<file path="config.mk">
export PLATFORM = sky130hd
export DESIGN_NAME = tone_mix_interpolate_by_four
export DESIGN_NICKNAME = d
export VERILOG_FILES = /design/src/hdl/tmi_pkg.sv /design/src/hdl/tmi_hist_mem.sv /design/src/hdl/tone_mix_interpolate_by_four.sv
export SDC_FILE = /design/constraint.sdc
export NUM_CORES = 2
export LEC_CHECK = 0
export ABC_AREA = 1
export BUFFER_PORTS_ARGS = -buffer_cell sky130_fd_sc_hd__clkbuf_2
export CELL_PAD_IN_SITES_DETAIL_PLACEMENT = 0
export CELL_PAD_IN_SITES_GLOBAL_PLACEMENT = 1
export CORE_MARGIN = 8
export CORE_UTILIZATION = 35
export CTS_BUF_LIST = sky130_fd_sc_hd__clkbuf_8
export CTS_CLUSTER_SIZE = 8
export DETAILED_ROUTE_END_ITERATION = 16
export PLACE_DENSITY = 0.69
export SYNTH_ARGS = -nofsm -noshare
export SYNTH_HDL_FRONTEND = slang
export SYNTH_SLANG_ARGS = --single-unit
export TNS_END_PERCENT = 100
</file>
<file path="constraint.sdc">
create_clock -name clk -period 15.5 [get_ports clk]
set_input_delay 0 -clock clk [delete_from_list [all_inputs] [get_ports clk]]
set_output_delay 0 -clock clk [all_outputs]
set_load 0.05 [all_outputs]
</file>
<file path="src/hdl/tmi_pkg.sv">
// ----------------------------------------------------------------------------
// tmi_pkg
// Shared types, constants and tables for the tone mixer / x4 interpolator:
// register indexes, sequencer states, Q1.17 filter taps and the cosine table.
// ----------------------------------------------------------------------------
package tmi_pkg;

  localparam int TAP_COUNT_DEF     = 127;
  localparam int HISTORY_DEPTH_DEF = 32;

  localparam int SAMPLE_W  = 16;
  localparam int LEVEL_W   = 16;
  localparam int STEP_W    = 31;
  localparam int PHASE_W   = 32;
  localparam int COEF_W    = 18;
  localparam int PROD_W    = COEF_W + SAMPLE_W;
  localparam int TAP_IDX_W = 9;
  localparam int COEF_LEN  = 127;
  localparam int CFG_IDX_W = 2;
  localparam int CFG_DATA_W = 32;

  localparam int COS_ENTRIES = 256;
  localparam int COS_IDX_W   = $clog2(COS_ENTRIES);

  localparam logic [63:0] Q30_ONE     = 64'd1073741824;
  localparam logic [63:0] HALF_PI_Q30 = 64'd1686629713;

  localparam int unsigned COS_DIVS [5] = '{90, 56, 30, 12, 2};

  // First half of the symmetric Q1.17 interpolation filter (taps 0..63)
  localparam int HALF_TAPS [64] = '{
    -260, 170, 170, 180, 183, 164, 115, 40,
    -53, -146, -220, -255, -238, -165, -45, 102,
    248, 360, 408, 373, 252, 60, -169, -391,
    -556, -621, -559, -369, -76, 269, 598, 837,
    925, 823, 532, 90, -425, -911, -1262, -1385,
    -1223, -777, -103, 685, 1433, 1978, 2172, 1922,
    1210, 113, -1205, -2505, -3510, -3946, -3591, -2316,
    -119, 2869, 6389, 10082, 13540, 16361, 18205, 18846
  };

  typedef enum logic [CFG_IDX_W-1:0] {
    REG_TONE_ENABLE     = 2'd0,
    REG_TONE_LEVEL      = 2'd1,
    REG_TONE_PHASE_STEP = 2'd2
  } cfg_reg_t;

  typedef enum logic [2:0] {
    S_IDLE,
    S_TONE_MUL,
    S_TONE_MIX,
    S_MAC,
    S_DRAIN0,
    S_DRAIN1,
    S_EMIT
  } seq_state_t;

  typedef logic signed [SAMPLE_W-1:0] cos_table_t [COS_ENTRIES];

  // Tap j of the full 127-tap filter; zero past the end
  function automatic logic signed [COEF_W-1:0] tap_at(input logic [TAP_IDX_W-1:0] j);
    logic [TAP_IDX_W-1:0] k;
    k = TAP_IDX_W'(COEF_LEN - 1) - j;
    if (j >= TAP_IDX_W'(COEF_LEN)) begin
      return '0;
    end else if (j < TAP_IDX_W'(64)) begin
      return COEF_W'(HALF_TAPS[j[5:0]]);
    end else begin
      return COEF_W'(HALF_TAPS[k[5:0]]);
    end
  endfunction

  // Q1.15 cosine of table step idx: quadrant fold, Taylor series in Q30
  function automatic logic signed [SAMPLE_W-1:0] cos_entry(input int unsigned idx);
    logic [63:0] a;
    logic [63:0] x;
    logic [63:0] y;
    logic [63:0] t;
    logic [63:0] t2;
    logic [63:0] v;
    logic [63:0] s;
    logic [63:0] m;
    logic [1:0]  q;
    logic [15:0] r;
    int          i;
    a  = (64'(idx) << 32) / COS_ENTRIES;
    q  = a[31:30];
    x  = {34'd0, a[29:0]};
    y  = q[0] ? (Q30_ONE - x) : x;
    t  = (y * HALF_PI_Q30) >> 30;
    t2 = (t * t) >> 30;
    v  = Q30_ONE;
    for (i = 0; i < 5; i++) begin
      s = ((t2 * v) >> 30) / 64'(COS_DIVS[i[2:0]]);
      v = (s < Q30_ONE) ? (Q30_ONE - s) : 64'd0;
    end
    m = (v + 64'd16384) >> 15;
    if (m > 64'd32767) begin
      m = 64'd32767;
    end
    r = m[15:0];
    if (q == 2'd1 || q == 2'd2) begin
      return 16'(-r);
    end
    return r;
  endfunction

  function automatic cos_table_t build_cos_table();
    cos_table_t tab;
    int         i;
    for (i = 0; i < COS_ENTRIES; i++) begin
      tab[i[COS_IDX_W-1:0]] = cos_entry(i);
    end
    return tab;
  endfunction

  localparam cos_table_t COS_TABLE = build_cos_table();

endpackage

</file>
<file path="src/hdl/tmi_hist_mem.sv">
// ----------------------------------------------------------------------------
// tmi_hist_mem
// Sample history ring storage: one write and one registered read per cycle.
// Per-entry valid bits make unwritten entries read as zero after reset.
// ----------------------------------------------------------------------------
module tmi_hist_mem #(
  parameter int DEPTH  = tmi_pkg::HISTORY_DEPTH_DEF,
  parameter int ADDR_W = $clog2(DEPTH)
) (
  input  logic                                clk,
  input  logic                                rst_n,
  input  logic                                wr_en,
  input  logic [ADDR_W-1:0]                   wr_addr,
  input  logic signed [tmi_pkg::SAMPLE_W-1:0] wr_data,
  input  logic                                rd_en,
  input  logic [ADDR_W-1:0]                   rd_addr,
  output logic signed [tmi_pkg::SAMPLE_W-1:0] rd_data
);
  import tmi_pkg::*;

  logic signed [SAMPLE_W-1:0] mem [DEPTH];
  logic [DEPTH-1:0]           valid_r;
  logic signed [SAMPLE_W-1:0] rd_data_r;
  logic                       rd_valid_r;

  always_ff @(posedge clk) begin
    if (wr_en) begin
      mem[wr_addr] <= wr_data;
    end
    if (rd_en) begin
      rd_data_r <= mem[rd_addr];
    end
  end

  always_ff @(posedge clk) begin
    if (!rst_n) begin
      valid_r    <= '0;
      rd_valid_r <= 1'b0;
    end else begin
      if (wr_en) begin
        valid_r[wr_addr] <= 1'b1;
      end
      if (rd_en) begin
        rd_valid_r <= valid_r[rd_addr];
      end
    end
  end

  // never-written slots read as zero
  assign rd_data = rd_valid_r ? rd_data_r : '0;

endmodule

</file>
<file path="src/hdl/tone_mix_interpolate_by_four.sv">
// ----------------------------------------------------------------------------
// tone_mix_interpolate_by_four
// Adds a table-cosine tone to each 8 kHz voice word and produces four 32 kHz
// words from a polyphase 127-tap interpolation filter on one shared MAC.
// ----------------------------------------------------------------------------
// Input words are taken only in S_IDLE, once the fourth output word of the last
//   one is registered; phase p walks min(HISTORY_DEPTH, ceil((TAP_COUNT - p) / 4))
//   taps on the single 18x16 multiplier, which limits the rate. The first output
//   word is registered in S_EMIT after S_TONE_MUL, S_TONE_MIX, the phase-0 taps in
//   S_MAC, S_DRAIN0 and S_DRAIN1. Reset: synchronous active-low; clears state,
//   config, tone phase, ring position and all valid bits, with no clearing pass.
module tone_mix_interpolate_by_four #(
  parameter int TAP_COUNT     = tmi_pkg::TAP_COUNT_DEF,
  parameter int HISTORY_DEPTH = tmi_pkg::HISTORY_DEPTH_DEF
) (
  input  logic                                  clk,
  input  logic                                  rst_n,
  input  logic                                  in_valid,
  output logic                                  in_ready,
  input  logic signed [tmi_pkg::SAMPLE_W-1:0]   in_voice_sample,
  output logic                                  out_valid,
  input  logic                                  out_ready,
  output logic signed [tmi_pkg::SAMPLE_W-1:0]   out_dac_sample,
  output logic                                  out_last_of_four,
  input  logic                                  cfg_valid,
  output logic                                  cfg_ready,
  input  logic [tmi_pkg::CFG_IDX_W-1:0]         cfg_index,
  input  logic [tmi_pkg::CFG_DATA_W-1:0]        cfg_data
);
  import tmi_pkg::*;

  localparam int HIST_W = $clog2(HISTORY_DEPTH);
  localparam int ACC_W  = PROD_W + HIST_W + 1;

  seq_state_t state_r, state_nxt;

  logic                       enable_r;
  logic [LEVEL_W-1:0]         level_cfg_r;
  logic [STEP_W-1:0]          step_r;
  logic [PHASE_W-1:0]         phase_r;

  logic signed [SAMPLE_W-1:0] voice_r;
  logic signed [SAMPLE_W-1:0] cos_r;
  logic [LEVEL_W-1:0]         level_r;
  logic [HIST_W-1:0]          wr_pos_r;
  logic [HIST_W-1:0]          rd_addr_r;
  logic [HIST_W-1:0]          m_r;
  logic [TAP_IDX_W-1:0]       j_r;
  logic [1:0]                 p_r;

  logic signed [COEF_W-1:0]   coef_r;
  logic                       issue_v_r;
  logic signed [PROD_W-1:0]   prod_r;
  logic                       prod_v_r;
  logic signed [ACC_W-1:0]    acc_r;

  logic                       out_valid_r;
  logic signed [SAMPLE_W-1:0] out_sample_r;
  logic                       out_last_r;

  logic                       accept;
  logic                       issue;
  logic                       tone_sel;
  logic                       mix_we;
  logic                       emit_load;
  logic                       out_free;
  logic                       last_tap;

  logic signed [SAMPLE_W-1:0] hist_rd;
  logic signed [SAMPLE_W-1:0] cos_abs;
  logic signed [COEF_W-1:0]   mul_a;
  logic signed [SAMPLE_W-1:0] mul_b;
  logic [31:0]                tone_round;
  logic [17:0]                tone_mag;
  logic signed [18:0]         mix_sum;
  logic signed [SAMPLE_W-1:0] mix_sat;
  logic signed [ACC_W-1:0]    acc_rnd;
  logic signed [ACC_W-1:0]    acc_shift;
  logic signed [SAMPLE_W-1:0] acc_sat;

  assign cfg_ready = 1'b1;
  assign accept    = in_valid && in_ready;
  assign out_free  = !out_valid_r || out_ready;
  assign last_tap  = ((j_r + TAP_IDX_W'(4)) >= TAP_IDX_W'(TAP_COUNT)) ||
                     (m_r == HIST_W'(HISTORY_DEPTH - 1));

  // ---------------- sequencer ----------------
  always_comb begin
    state_nxt = state_r;
    unique case (state_r)
      S_IDLE:     if (in_valid) state_nxt = S_TONE_MUL;
      S_TONE_MUL: state_nxt = S_TONE_MIX;
      S_TONE_MIX: state_nxt = S_MAC;
      S_MAC:      if (last_tap) state_nxt = S_DRAIN0;
      S_DRAIN0:   state_nxt = S_DRAIN1;
      S_DRAIN1:   state_nxt = S_EMIT;
      S_EMIT: begin
        if (out_free) begin
          state_nxt = (p_r == 2'd3) ? S_IDLE : S_MAC;
        end
      end
      default:    state_nxt = S_IDLE;
    endcase
  end

  always_comb begin
    in_ready  = 1'b0;
    issue     = 1'b0;
    tone_sel  = 1'b0;
    mix_we    = 1'b0;
    emit_load = 1'b0;
    unique case (state_r)
      S_IDLE:     in_ready  = 1'b1;
      S_TONE_MUL: tone_sel  = 1'b1;
      S_TONE_MIX: mix_we    = 1'b1;
      S_MAC:      issue     = 1'b1;
      S_DRAIN0, S_DRAIN1: ;
      S_EMIT:     emit_load = out_free;
      default:    ;
    endcase
  end

  always_ff @(posedge clk) begin
    if (!rst_n) begin
      state_r <= S_IDLE;
    end else begin
      state_r <= state_nxt;
    end
  end

  // ---------------- configuration and tone phase ----------------
  always_ff @(posedge clk) begin
    if (!rst_n) begin
      enable_r    <= 1'b0;
      level_cfg_r <= '0;
      step_r      <= '0;
      phase_r     <= '0;
    end else begin
      // use the phase, then advance it
      if (accept) begin
        phase_r <= phase_r + PHASE_W'(step_r);
      end
      if (cfg_valid && cfg_ready) begin
        unique case (cfg_reg_t'(cfg_index))
          REG_TONE_ENABLE: enable_r    <= cfg_data[0];
          REG_TONE_LEVEL:  level_cfg_r <= cfg_data[LEVEL_W-1:0];
          REG_TONE_PHASE_STEP: begin
            step_r  <= cfg_data[STEP_W-1:0];
            phase_r <= '0;
          end
          default: ;
        endcase
      end
    end
  end

  always_ff @(posedge clk) begin
    if (accept) begin
      voice_r <= in_voice_sample;
      cos_r   <= COS_TABLE[phase_r[PHASE_W-1 -: COS_IDX_W]];
      level_r <= enable_r ? level_cfg_r : '0;
    end
  end

  // ---------------- tone mix ----------------
  assign cos_abs    = cos_r[SAMPLE_W-1] ? -cos_r : cos_r;
  assign tone_round = {1'b0, prod_r[30:0]} + 32'd8192;
  assign tone_mag   = tone_round[31:14];
  assign mix_sum    = cos_r[SAMPLE_W-1] ?
                      (19'(voice_r) - $signed({1'b0, tone_mag})) :
                      (19'(voice_r) + $signed({1'b0, tone_mag}));

  always_comb begin
    if (mix_sum > 19'sd32767) begin
      mix_sat = 16'sh7FFF;
    end else if (mix_sum < -19'sd32768) begin
      mix_sat = 16'sh8000;
    end else begin
      mix_sat = mix_sum[SAMPLE_W-1:0];
    end
  end

  tmi_hist_mem #(
    .DEPTH  (HISTORY_DEPTH),
    .ADDR_W (HIST_W)
  ) u_hist (
    .clk     (clk),
    .rst_n   (rst_n),
    .wr_en   (mix_we),
    .wr_addr (wr_pos_r),
    .wr_data (mix_sat),
    .rd_en   (issue),
    .rd_addr (rd_addr_r),
    .rd_data (hist_rd)
  );

  // ---------------- tap walk ----------------
  always_ff @(posedge clk) begin
    if (!rst_n) begin
      wr_pos_r  <= '0;
      issue_v_r <= 1'b0;
      prod_v_r  <= 1'b0;
    end else begin
      issue_v_r <= issue;
      prod_v_r  <= issue_v_r;
      if (emit_load && p_r == 2'd3) begin
        wr_pos_r <= (wr_pos_r == HIST_W'(HISTORY_DEPTH - 1)) ? '0 : wr_pos_r + 1'b1;
      end
    end
  end

  always_ff @(posedge clk) begin
    if (accept) begin
      p_r       <= 2'd0;
      j_r       <= '0;
      m_r       <= '0;
      rd_addr_r <= wr_pos_r;
    end else if (issue) begin
      coef_r    <= tap_at(j_r);
      j_r       <= j_r + TAP_IDX_W'(4);
      m_r       <= m_r + 1'b1;
      rd_addr_r <= (rd_addr_r == '0) ? HIST_W'(HISTORY_DEPTH - 1) : rd_addr_r - 1'b1;
    end else if (emit_load) begin
      // restart the walk at the newest sample for the next phase
      p_r       <= p_r + 2'd1;
      j_r       <= TAP_IDX_W'(p_r) + TAP_IDX_W'(1);
      m_r       <= '0;
      rd_addr_r <= wr_pos_r;
    end
  end

  // ---------------- shared multiplier and accumulator ----------------
  assign mul_a = tone_sel ? COEF_W'($signed({1'b0, level_r})) : coef_r;
  assign mul_b = tone_sel ? cos_abs : hist_rd;

  always_ff @(posedge clk) begin
    prod_r <= mul_a * mul_b;
    if (accept || emit_load) begin
      acc_r <= '0;
    end else if (prod_v_r) begin
      acc_r <= acc_r + ACC_W'(prod_r);
    end
  end

  // Q2.32 sum times four back to Q1.15, round half up
  assign acc_rnd   = acc_r + ACC_W'(16384);
  assign acc_shift = acc_rnd >>> 15;

  always_comb begin
    if (acc_shift > ACC_W'(32767)) begin
      acc_sat = 16'sh7FFF;
    end else if (acc_shift < -ACC_W'(32768)) begin
      acc_sat = 16'sh8000;
    end else begin
      acc_sat = acc_shift[SAMPLE_W-1:0];
    end
  end

  // ---------------- output word register ----------------
  always_ff @(posedge clk) begin
    if (!rst_n) begin
      out_valid_r <= 1'b0;
    end else if (emit_load) begin
      out_valid_r <= 1'b1;
    end else if (out_ready) begin
      out_valid_r <= 1'b0;
    end
  end

  always_ff @(posedge clk) begin
    if (emit_load) begin
      out_sample_r <= acc_sat;
      out_last_r   <= (p_r == 2'd3);
    end
  end

  assign out_valid        = out_valid_r;
  assign out_dac_sample   = out_sample_r;
  assign out_last_of_four = out_last_r;

  // ---------------- checks ----------------
  a_busy_after_accept: assert property (@(posedge clk) disable iff (!rst_n)
    accept |=> !in_ready)
    else $error("input accepted while previous word still in work");

  a_tone_mul_follows_accept: assert property (@(posedge clk) disable iff (!rst_n)
    state_r == S_TONE_MUL |-> $past(accept))
    else $error("tone multiply without an accepted word");

  a_no_mac_in_idle: assert property (@(posedge clk) disable iff (!rst_n)
    state_r == S_IDLE |-> !issue_v_r && !prod_v_r)
    else $error("accumulator pipeline active while idle");

  a_emit_holds: assert property (@(posedge clk) disable iff (!rst_n)
    state_r == S_EMIT && out_valid_r && !out_ready |=> state_r == S_EMIT && out_valid_r)
    else $error("pending output word overwritten");

endmodule
</file>
# After elaboration in Yosys (flattened, before gate mapping)

Memories as Yosys holds them, arrays and structs flattened. A register that Yosys moved wholly into a read port is not among the register bits.
Index checks and enable logic that the tools add are counted.

Bits of input ports: 55
Flip-flop bits (word level): 286
Bits in writable memories: 512
Memories kept: 4
Output and inout bits: 20
Bits in read-only memories: 8192

Memory list:

| name            | words | width | read ports | clocked after Yosys merged registers in | write ports | line                                | text |
|---|---|---|---|---|---|---|---|
| (no name shown) | 256   | 16    | 1          | 1                                       | 0           | tone_mix_interpolate_by_four.sv:160 | `cos_r <= COS_TABLE[phase_r[PHASE_W-1 -: COS_IDX_W]];` |
| (no name shown) | 64    | 32    | 1          | 0                                       | 0           | tmi_pkg.sv:69                       | `return COEF_W'(HALF_TAPS[k[5:0]]);` |
| (no name shown) | 64    | 32    | 1          | 0                                       | 0           | tmi_pkg.sv:67                       | `return COEF_W'(HALF_TAPS[j[5:0]]);` |
| u_hist.mem      | 32    | 16    | 1          | 1                                       | 1           | tmi_hist_mem.sv:21                  | `logic signed [SAMPLE_W-1:0] mem [DEPTH];` |

Equality and inequality tests: 14
Order comparisons: 12
Multipliers: 1
$add $sub $neg: 14
Bitwise gates (word level): 6
Multiplexer cells: 43
Reductions and logical operators: 19

Operator list:

| cell                                                              | number |
|---|---|
| 2-to-1 mux 18 bit                                                 | 6 |
| 2-to-1 mux 16 bit                                                 | 6 |
| 2-to-1 mux 32 bit                                                 | 3 |
| adder 40 x 16 -> 40 bit, second input constant                    | 1 |
| adder 40 x 34 -> 40 bit                                           | 1 |
| 2-to-1 mux 5 bit                                                  | 7 |
| multiplier 18 x 16 -> 34 bit                                      | 1 |
| adder 31 x 14 -> 32 bit, second input constant                    | 1 |
| adder 32 x 31 -> 32 bit                                           | 1 |
| OR 32 bit                                                         | 1 |
| greater-than comparator 25 x 16 -> 1 bit, second input constant   | 1 |
| < comparator 25 x 16 -> 1 bit, second input constant              | 1 |
| one-hot mux 3 bit (7 select lines)                                | 1 |
| adder 16 x 19 -> 19 bit                                           | 1 |
| greater-than comparator 19 x 16 -> 1 bit, second input constant   | 1 |
| < comparator 19 x 16 -> 1 bit, second input constant              | 1 |
| 2-to-1 mux 19 bit                                                 | 1 |
| subtractor 16 x 19 -> 19 bit                                      | 1 |
| greater-or-equal comparator 9 x 7 -> 1 bit, second input constant | 2 |
| 2-to-1 mux 9 bit                                                  | 2 |
| negation 16 bit                                                   | 1 |
| greater-or-equal comparator 7 bit, second input constant          | 2 |
| NOT 6 -> 7 bit                                                    | 2 |
| < comparator 5 x 6 -> 1 bit, second input constant                | 2 |
| other kinds (32)                                                  | 62 |

# Depth between registers and ports, before layout

Depth in word-level cells: 6
Mapped depth: 35

# Hierarchy

A second synthesis with hierarchy kept.

Cell total of the unflattened synthesis: 6784
Area, all modules: 56245.2 um2

By module, submodules not included:

| module                       | instances | cells each | sequential area each (um2) | area each (um2) |
|---|---|---|---|---|
| tone_mix_interpolate_by_four | 1         | 4862       | 6206.0                     | 33632.3 |
| tmi_hist_mem                 | 1         | 1922       | 16515.8                    | 22612.9 |

# Worst setup path after synthesis

OpenSTA, ideal clock, no wires.

Path kind: register to register
Start: reg state_r[0]
End: reg prod_r[31]
Path buffers: 1
Cell stages (with the launch flop): 29
Setup time: 0.072 ns
Slack: 8.694 ns
Clock period less this slack: 6.806 ns
Data required time: 15.428 ns
Data arrival time: 6.735 ns
Path through: dfxtp_1 -> inv_1 -> nor2_1 -> nand2_1 -> inv_1 -> buf_2 -> o21ai_0 -> nand2_1 -> clkinv_1 -> nand2_1 -> inv_1 -> fa_1 -> inv_1 -> fa_1 -> inv_1 -> fa_1 -> fa_1 -> fa_1 -> inv_1 -> fa_1 -> inv_1 -> ha_1 -> nand2_1 -> nor2_1 -> inv_1 -> o311ai_0 -> nand2_1 -> nand2_1 -> xor2_1

Cells in the longest elaborated chain, start to end: 4
Elaborated cells on any way between the ends: 5
Those cells by class: 1 x mul; 1 x eq/ne; 3 x mux

RTL lines:

| what                                                          | line                                                                     | text |
|---|---|---|
| start, declared                                               | tone_mix_interpolate_by_four.sv:35                                       | `seq_state_t state_r, state_nxt;` |
| start signal, assigned                                        | tone_mix_interpolate_by_four.sv:127                                      | `state_r <= state_nxt;` |
| == test 3 x 1 -> 1 bit (*)                                    | tone_mix_interpolate_by_four.sv:112                                      | `unique case (state_r)` |
| 2-to-1 mux 1 bit (*)                                          | tone_mix_interpolate_by_four.sv:112                                      |  |
| 2-to-1 mux 18 bit / 2-to-1 mux 16 bit (equally long branches) | tone_mix_interpolate_by_four.sv:233, tone_mix_interpolate_by_four.sv:234 |  |
| multiplier 18 x 16 -> 34 bit (*)                              | tone_mix_interpolate_by_four.sv:237                                      | `prod_r <= mul_a * mul_b;` |
| end signal, assigned                                          | tone_mix_interpolate_by_four.sv:237                                      |  |
| end, declared                                                 | tone_mix_interpolate_by_four.sv:53                                       | `logic signed [PROD_W-1:0] prod_r;` |

Mark *: on every way between the ends. The rest lies on a longest branch, timed or not.
A chain may end at the register's enable or synchronous reset.

# Worst setup path after layout

Start: reg state_r[2]
End: reg prod_r[31]

Same word-level chain as after synthesis.

==> flow_summary_export.csv <==
group,metric,value,unit
final_layout,nets,7323,
setup_path,critPathLaunchType,"flop",
floorplan,die_area,171000,um^2
logic_synthesis,synthArstFlopShare,0,%
grt,grt_max_degree,173,
setup_path,endpoint_kind,"flop",
logic_synthesis,synthXorXnorAreaFrac,1.94,%
timing,final_hold_viol_count,0,
clock_network,cts.sinks,828,
routing,routed_via_density,5.30,
timing,skew,59.4,ps
routing,drt_wl_total,187,mm
timing,setup_tns,0,ps
floorplan,start_util,35.1,%
logic_synthesis,synth-adder-area-share,15.4,%
logic_synthesis,synthSimpleGateAreaFrac,18.2,%
pwr,pwr-share-clk,20.2,%
routing,routedWlPerCell,20.9,um
worst_hold_path,whs_path_depth,4,
logic_synthesis,synth-compound-area-share,15.2,%
grt,first_global_vias,47000,
logic_synthesis,syn_area,55400,um^2
setup_path,r2r_end,"prod_r[31]$_DFF_P_",
routing,vias,47400,
worst_hold_path,hold_path_class,"primary input to flop",
pwr,vdd_ir_drop_max,0.000159,V
floorplan,core,158000,um^2
logic_synthesis,synthDistinctLibCells,66,
pwr,p_leak,26.3,nW
floorplan,die_y,414,um
grt,grt-ovfl-total,0,
pwr,p_sw_share,43.6,%
timing,grt_setup_unrepaired,"no",
status,status,"completed",
logic_synthesis,syn-num-nets,7134,
logic_synthesis,synth_edf_count,614,
logic_synthesis,ys_ff_latch,828,
worst_hold_path,hold_end,"level_cfg_r[2]$_SDFFE_PN0P_",
setup_path,crit_path_frequent_cell,"inv_1",
routing,postRouteAntennaNets,0,
final_layout,post_layout_nonfiller_instances,8949,
timing,worst_pin_slew,1300,ps
setup_path,cp_slowest_cell,"a22oi_2",
final_layout,nFillCells,16200,
clock_network,clk_latency,880,ps
timing,setup_viol,0,
floorplan,fp-row-count,146,
logic_synthesis,synth_top_family_by_area,"simple AND/OR/NAND/NOR gates",
setup_path,required,16250,ps
placement,gp_congestion,0.932,
clock_network,clockBufferDepth,3,
final_layout,areaGrowthSynthToFinish,12.8,%
routing,drt-initial-drc-count,3985,
floorplan,die_w,414,um
placement,dp_hpwl,131,mm
final_layout,drive_gt1_share,7.46,%
placement,portBuffers,72,
clock_network,cts-buffers-inserted,145,
logic_synthesis,muxShareOfSynthArea,0,%
timing,maxSlewViolCount,0,
pwr,p_per_area,159,nW/um^2
floorplan,ioPinCount,75,
setup_path,reg2reg_depth,26,
setup_path,slowest_delay,860,ps
clock_network,cts_tree,"yes",
logic_synthesis,ys_seq_area_share,41.0,%
worst_hold_path,worstHoldStart,"cfg_data[2]",
logic_synthesis,synthFlopType,"edfxtp_1",
pwr,p_seq_share,33.4,%
logic_synthesis,syn_area_per_cell,8.44,um^2
routing,drc,0,
setup_path,worstPathMaxFanout,31,
grt,antenna_found_initial,4,
final_layout,mostFrequentLayoutCell,"nor2_1",
flow_run,max_cap_violations,0,
setup_path,r2r-start,"state_r[2]$_SDFFE_PN0P_",
final_layout,layout_common_cells,"nor2_1, inv_1, nand2_1, o21ai_0, edfxtp_1",
timing,max_freq,111,MHz
timing,relSlewSlack,13.0,%
logic_synthesis,yosys_warnings,0,
timing,finalCritPeriodShare,58.0,%
grt,grtUsageTotal,21.5,%
clock_network,cts_max_level,4,
timing,period_minus_slack,8990,ps
setup_path,path_buf_inv,10,
setup_path,path_delay_family,"adder cells",
pwr,p_int,5.61,mW
clock_network,post_cts_resize_count,0,
routing,drtPass1Iterations,6,
placement,dp.cells,8550,
clock_network,cts_setup_buffers,0,
pwr,combPwrFrac,46.4,%
logic_synthesis,synth_cells,6569,
grt,grt_first_pass_wirelength,286,mm
setup_path,regToRegSetupSlack,6510,ps
clock_network,clk_pin_slew,60,ps
pwr,p_switching,4.35,mW
clock_network,root_buffer,"clkbuf_8",
setup_path,path_class,"flop to flop",
setup_path,worstPathArrival,9740,ps
==> area by class of cell <==
type	count	area, um^2	area share, %
tap	2072	2590	4.15
timing repair buffer	307	2470	3.95
clock buffer	164	2260	3.61
inverter	947	3570	5.71
multi-input combinational	4529	28200	45.1
antenna	2	5.00	0.00801
sequential	828	22700	36.4
clock inverter	100	658	1.05
==> cell usage after synthesis (all sizes together), types with 13 or more instances <==
library cell  instances  share of area [%]
nor2               1035                7.1
nand2               983                6.8
inv                 931                6.3
o21ai               680                6.2
edfxtp              614                 33
a21oi               319                2.9
fa                  284                 10
nand3               252                2.3
clkbuf              226                1.5
ha                  226                5.1
dfxtp               214                7.7
o22ai                94                1.1
xor2                 85                1.4
nand4                68               0.77
o221ai               68                1.1
o211ai               67               0.91
nor3                 61               0.63
a31oi                53               0.60
buf                  39               0.36
xnor2                37               0.58
o31ai                26               0.35
or2                  26               0.29
o21bai               23               0.31
o311ai               22               0.35
clkinv               16               0.11
a211oi               13               0.18
a21boi               13               0.18
a21o                 13               0.18
==> how the worst max path moves through the flow <==
stage | from | to | depth (start not counted) | slack (ps)
5_1_grt | state_r[2]$_SDFFE_PN0P_ | prod_r[31]$_DFF_P_ | 26 | 5800
6_report | state_r[2]$_SDFFE_PN0P_ | prod_r[31]$_DFF_P_ | 26 | 6510
3_3_place_gp | state_r[2]$_SDFFE_PN0P_ | prod_r[31]$_DFF_P_ | 26 | 6500
2_1_floorplan | state_r[0]$_SDFFE_PN0P_ | prod_r[31]$_DFF_P_ | 28 | 8690
4_1_cts | state_r[2]$_SDFFE_PN0P_ | prod_r[31]$_DFF_P_ | 26 | 6500
3_5_place_dp | state_r[2]$_SDFFE_PN0P_ | prod_r[31]$_DFF_P_ | 26 | 6550
==> metal layers <==
metal	share of wire [%]	wire [um]	global-route usage [%]
met5	0	0	0
met4	3.2	6000	7.06
met3	5.9	11100	3.34
met2	47	88300	36.0
met1	44	82100	28.6
==> metrics by stage <==
stage	power [mW]	hold WS, ps	setup slack, ps	util, %	area, um^2
floorplan	6.36	98.9	8690	-	55400
detailed placement	7.98	179	6550	36.9	58200
global route	10.7	37.3	5800	39.6	62500
finish	9.96	80.2	6510	39.6	62500
global placement	7.94	180	6500	36.9	58200
CTS	10.1	0.195	6500	39.6	62500
==> timing repair <==
item | CTS | global route
setup endpoints to repair | 0 | 0
endpoints found under the hold margin | 111 | 0
hold buffers | 133 | 0
==> state kept, by name (all words and copies together) (netlist names), 2 cells and up <==
register and flops:
p_r 2, out_dac_sample 16, u_hist.rd_data_r 16, level_cfg_r 16, acc_r 40, cos_r 16, wr_pos_r 5, m_r 5
step_r 31, u_hist.mem 512, state_r 3, level_r 16, rd_addr_r 5, j_r 9, phase_r 32, coef_r 16
prod_r 34, u_hist.valid_r 32, voice_r 16
==> power groups by stage <==
stage	logic [mW]	clock network [mW]	registers [mW]
floorplan	3.05	0	3.31
global placement	4.57	0	3.37
detailed placement	4.60	0	3.37
CTS	4.66	2.07	3.33
global route	5.21	2.16	3.34
finish	4.63	2.01	3.33
==> worst reg2reg max path, stage by stage (launching register included) <==
cell and delay [ps]:
dfxtp_1 570, inv_1 130, nand2_1 210, buf_4 340
inv_1 350, a22oi_2 860, clkinv_1 550, nand2_1 250
inv_1 110, fa_1 690, inv_1 100, fa_1 430
inv_1 380, fa_1 500, fa_1 500, fa_1 550
inv_1 60, fa_1 540, inv_1 50, ha_1 350
nand2_1 100, nor2_1 150, inv_1 110, o311ai_0 680
nand2_1 100, nand2_1 100, xor2_1 130
==> cells by family (layout without fill, tap and decap cells) <==
| group | count (synthesis) | count (layout) |
|---|---|---|
| adder cells (fa/ha/maj) | 510 | 510 |
| XOR/XNOR | 122 | 122 |
| AND/OR/NAND/NOR | 2444 | 2444 |
| buffers and inverters | 1212 | 1518 |
| other | 1 | 3 |
| AO/OA/AOI/OAI | 1452 | 1452 |
| flip-flops | 828 | 828 |
Note: power is estimated with default switching activity, not from simulation.
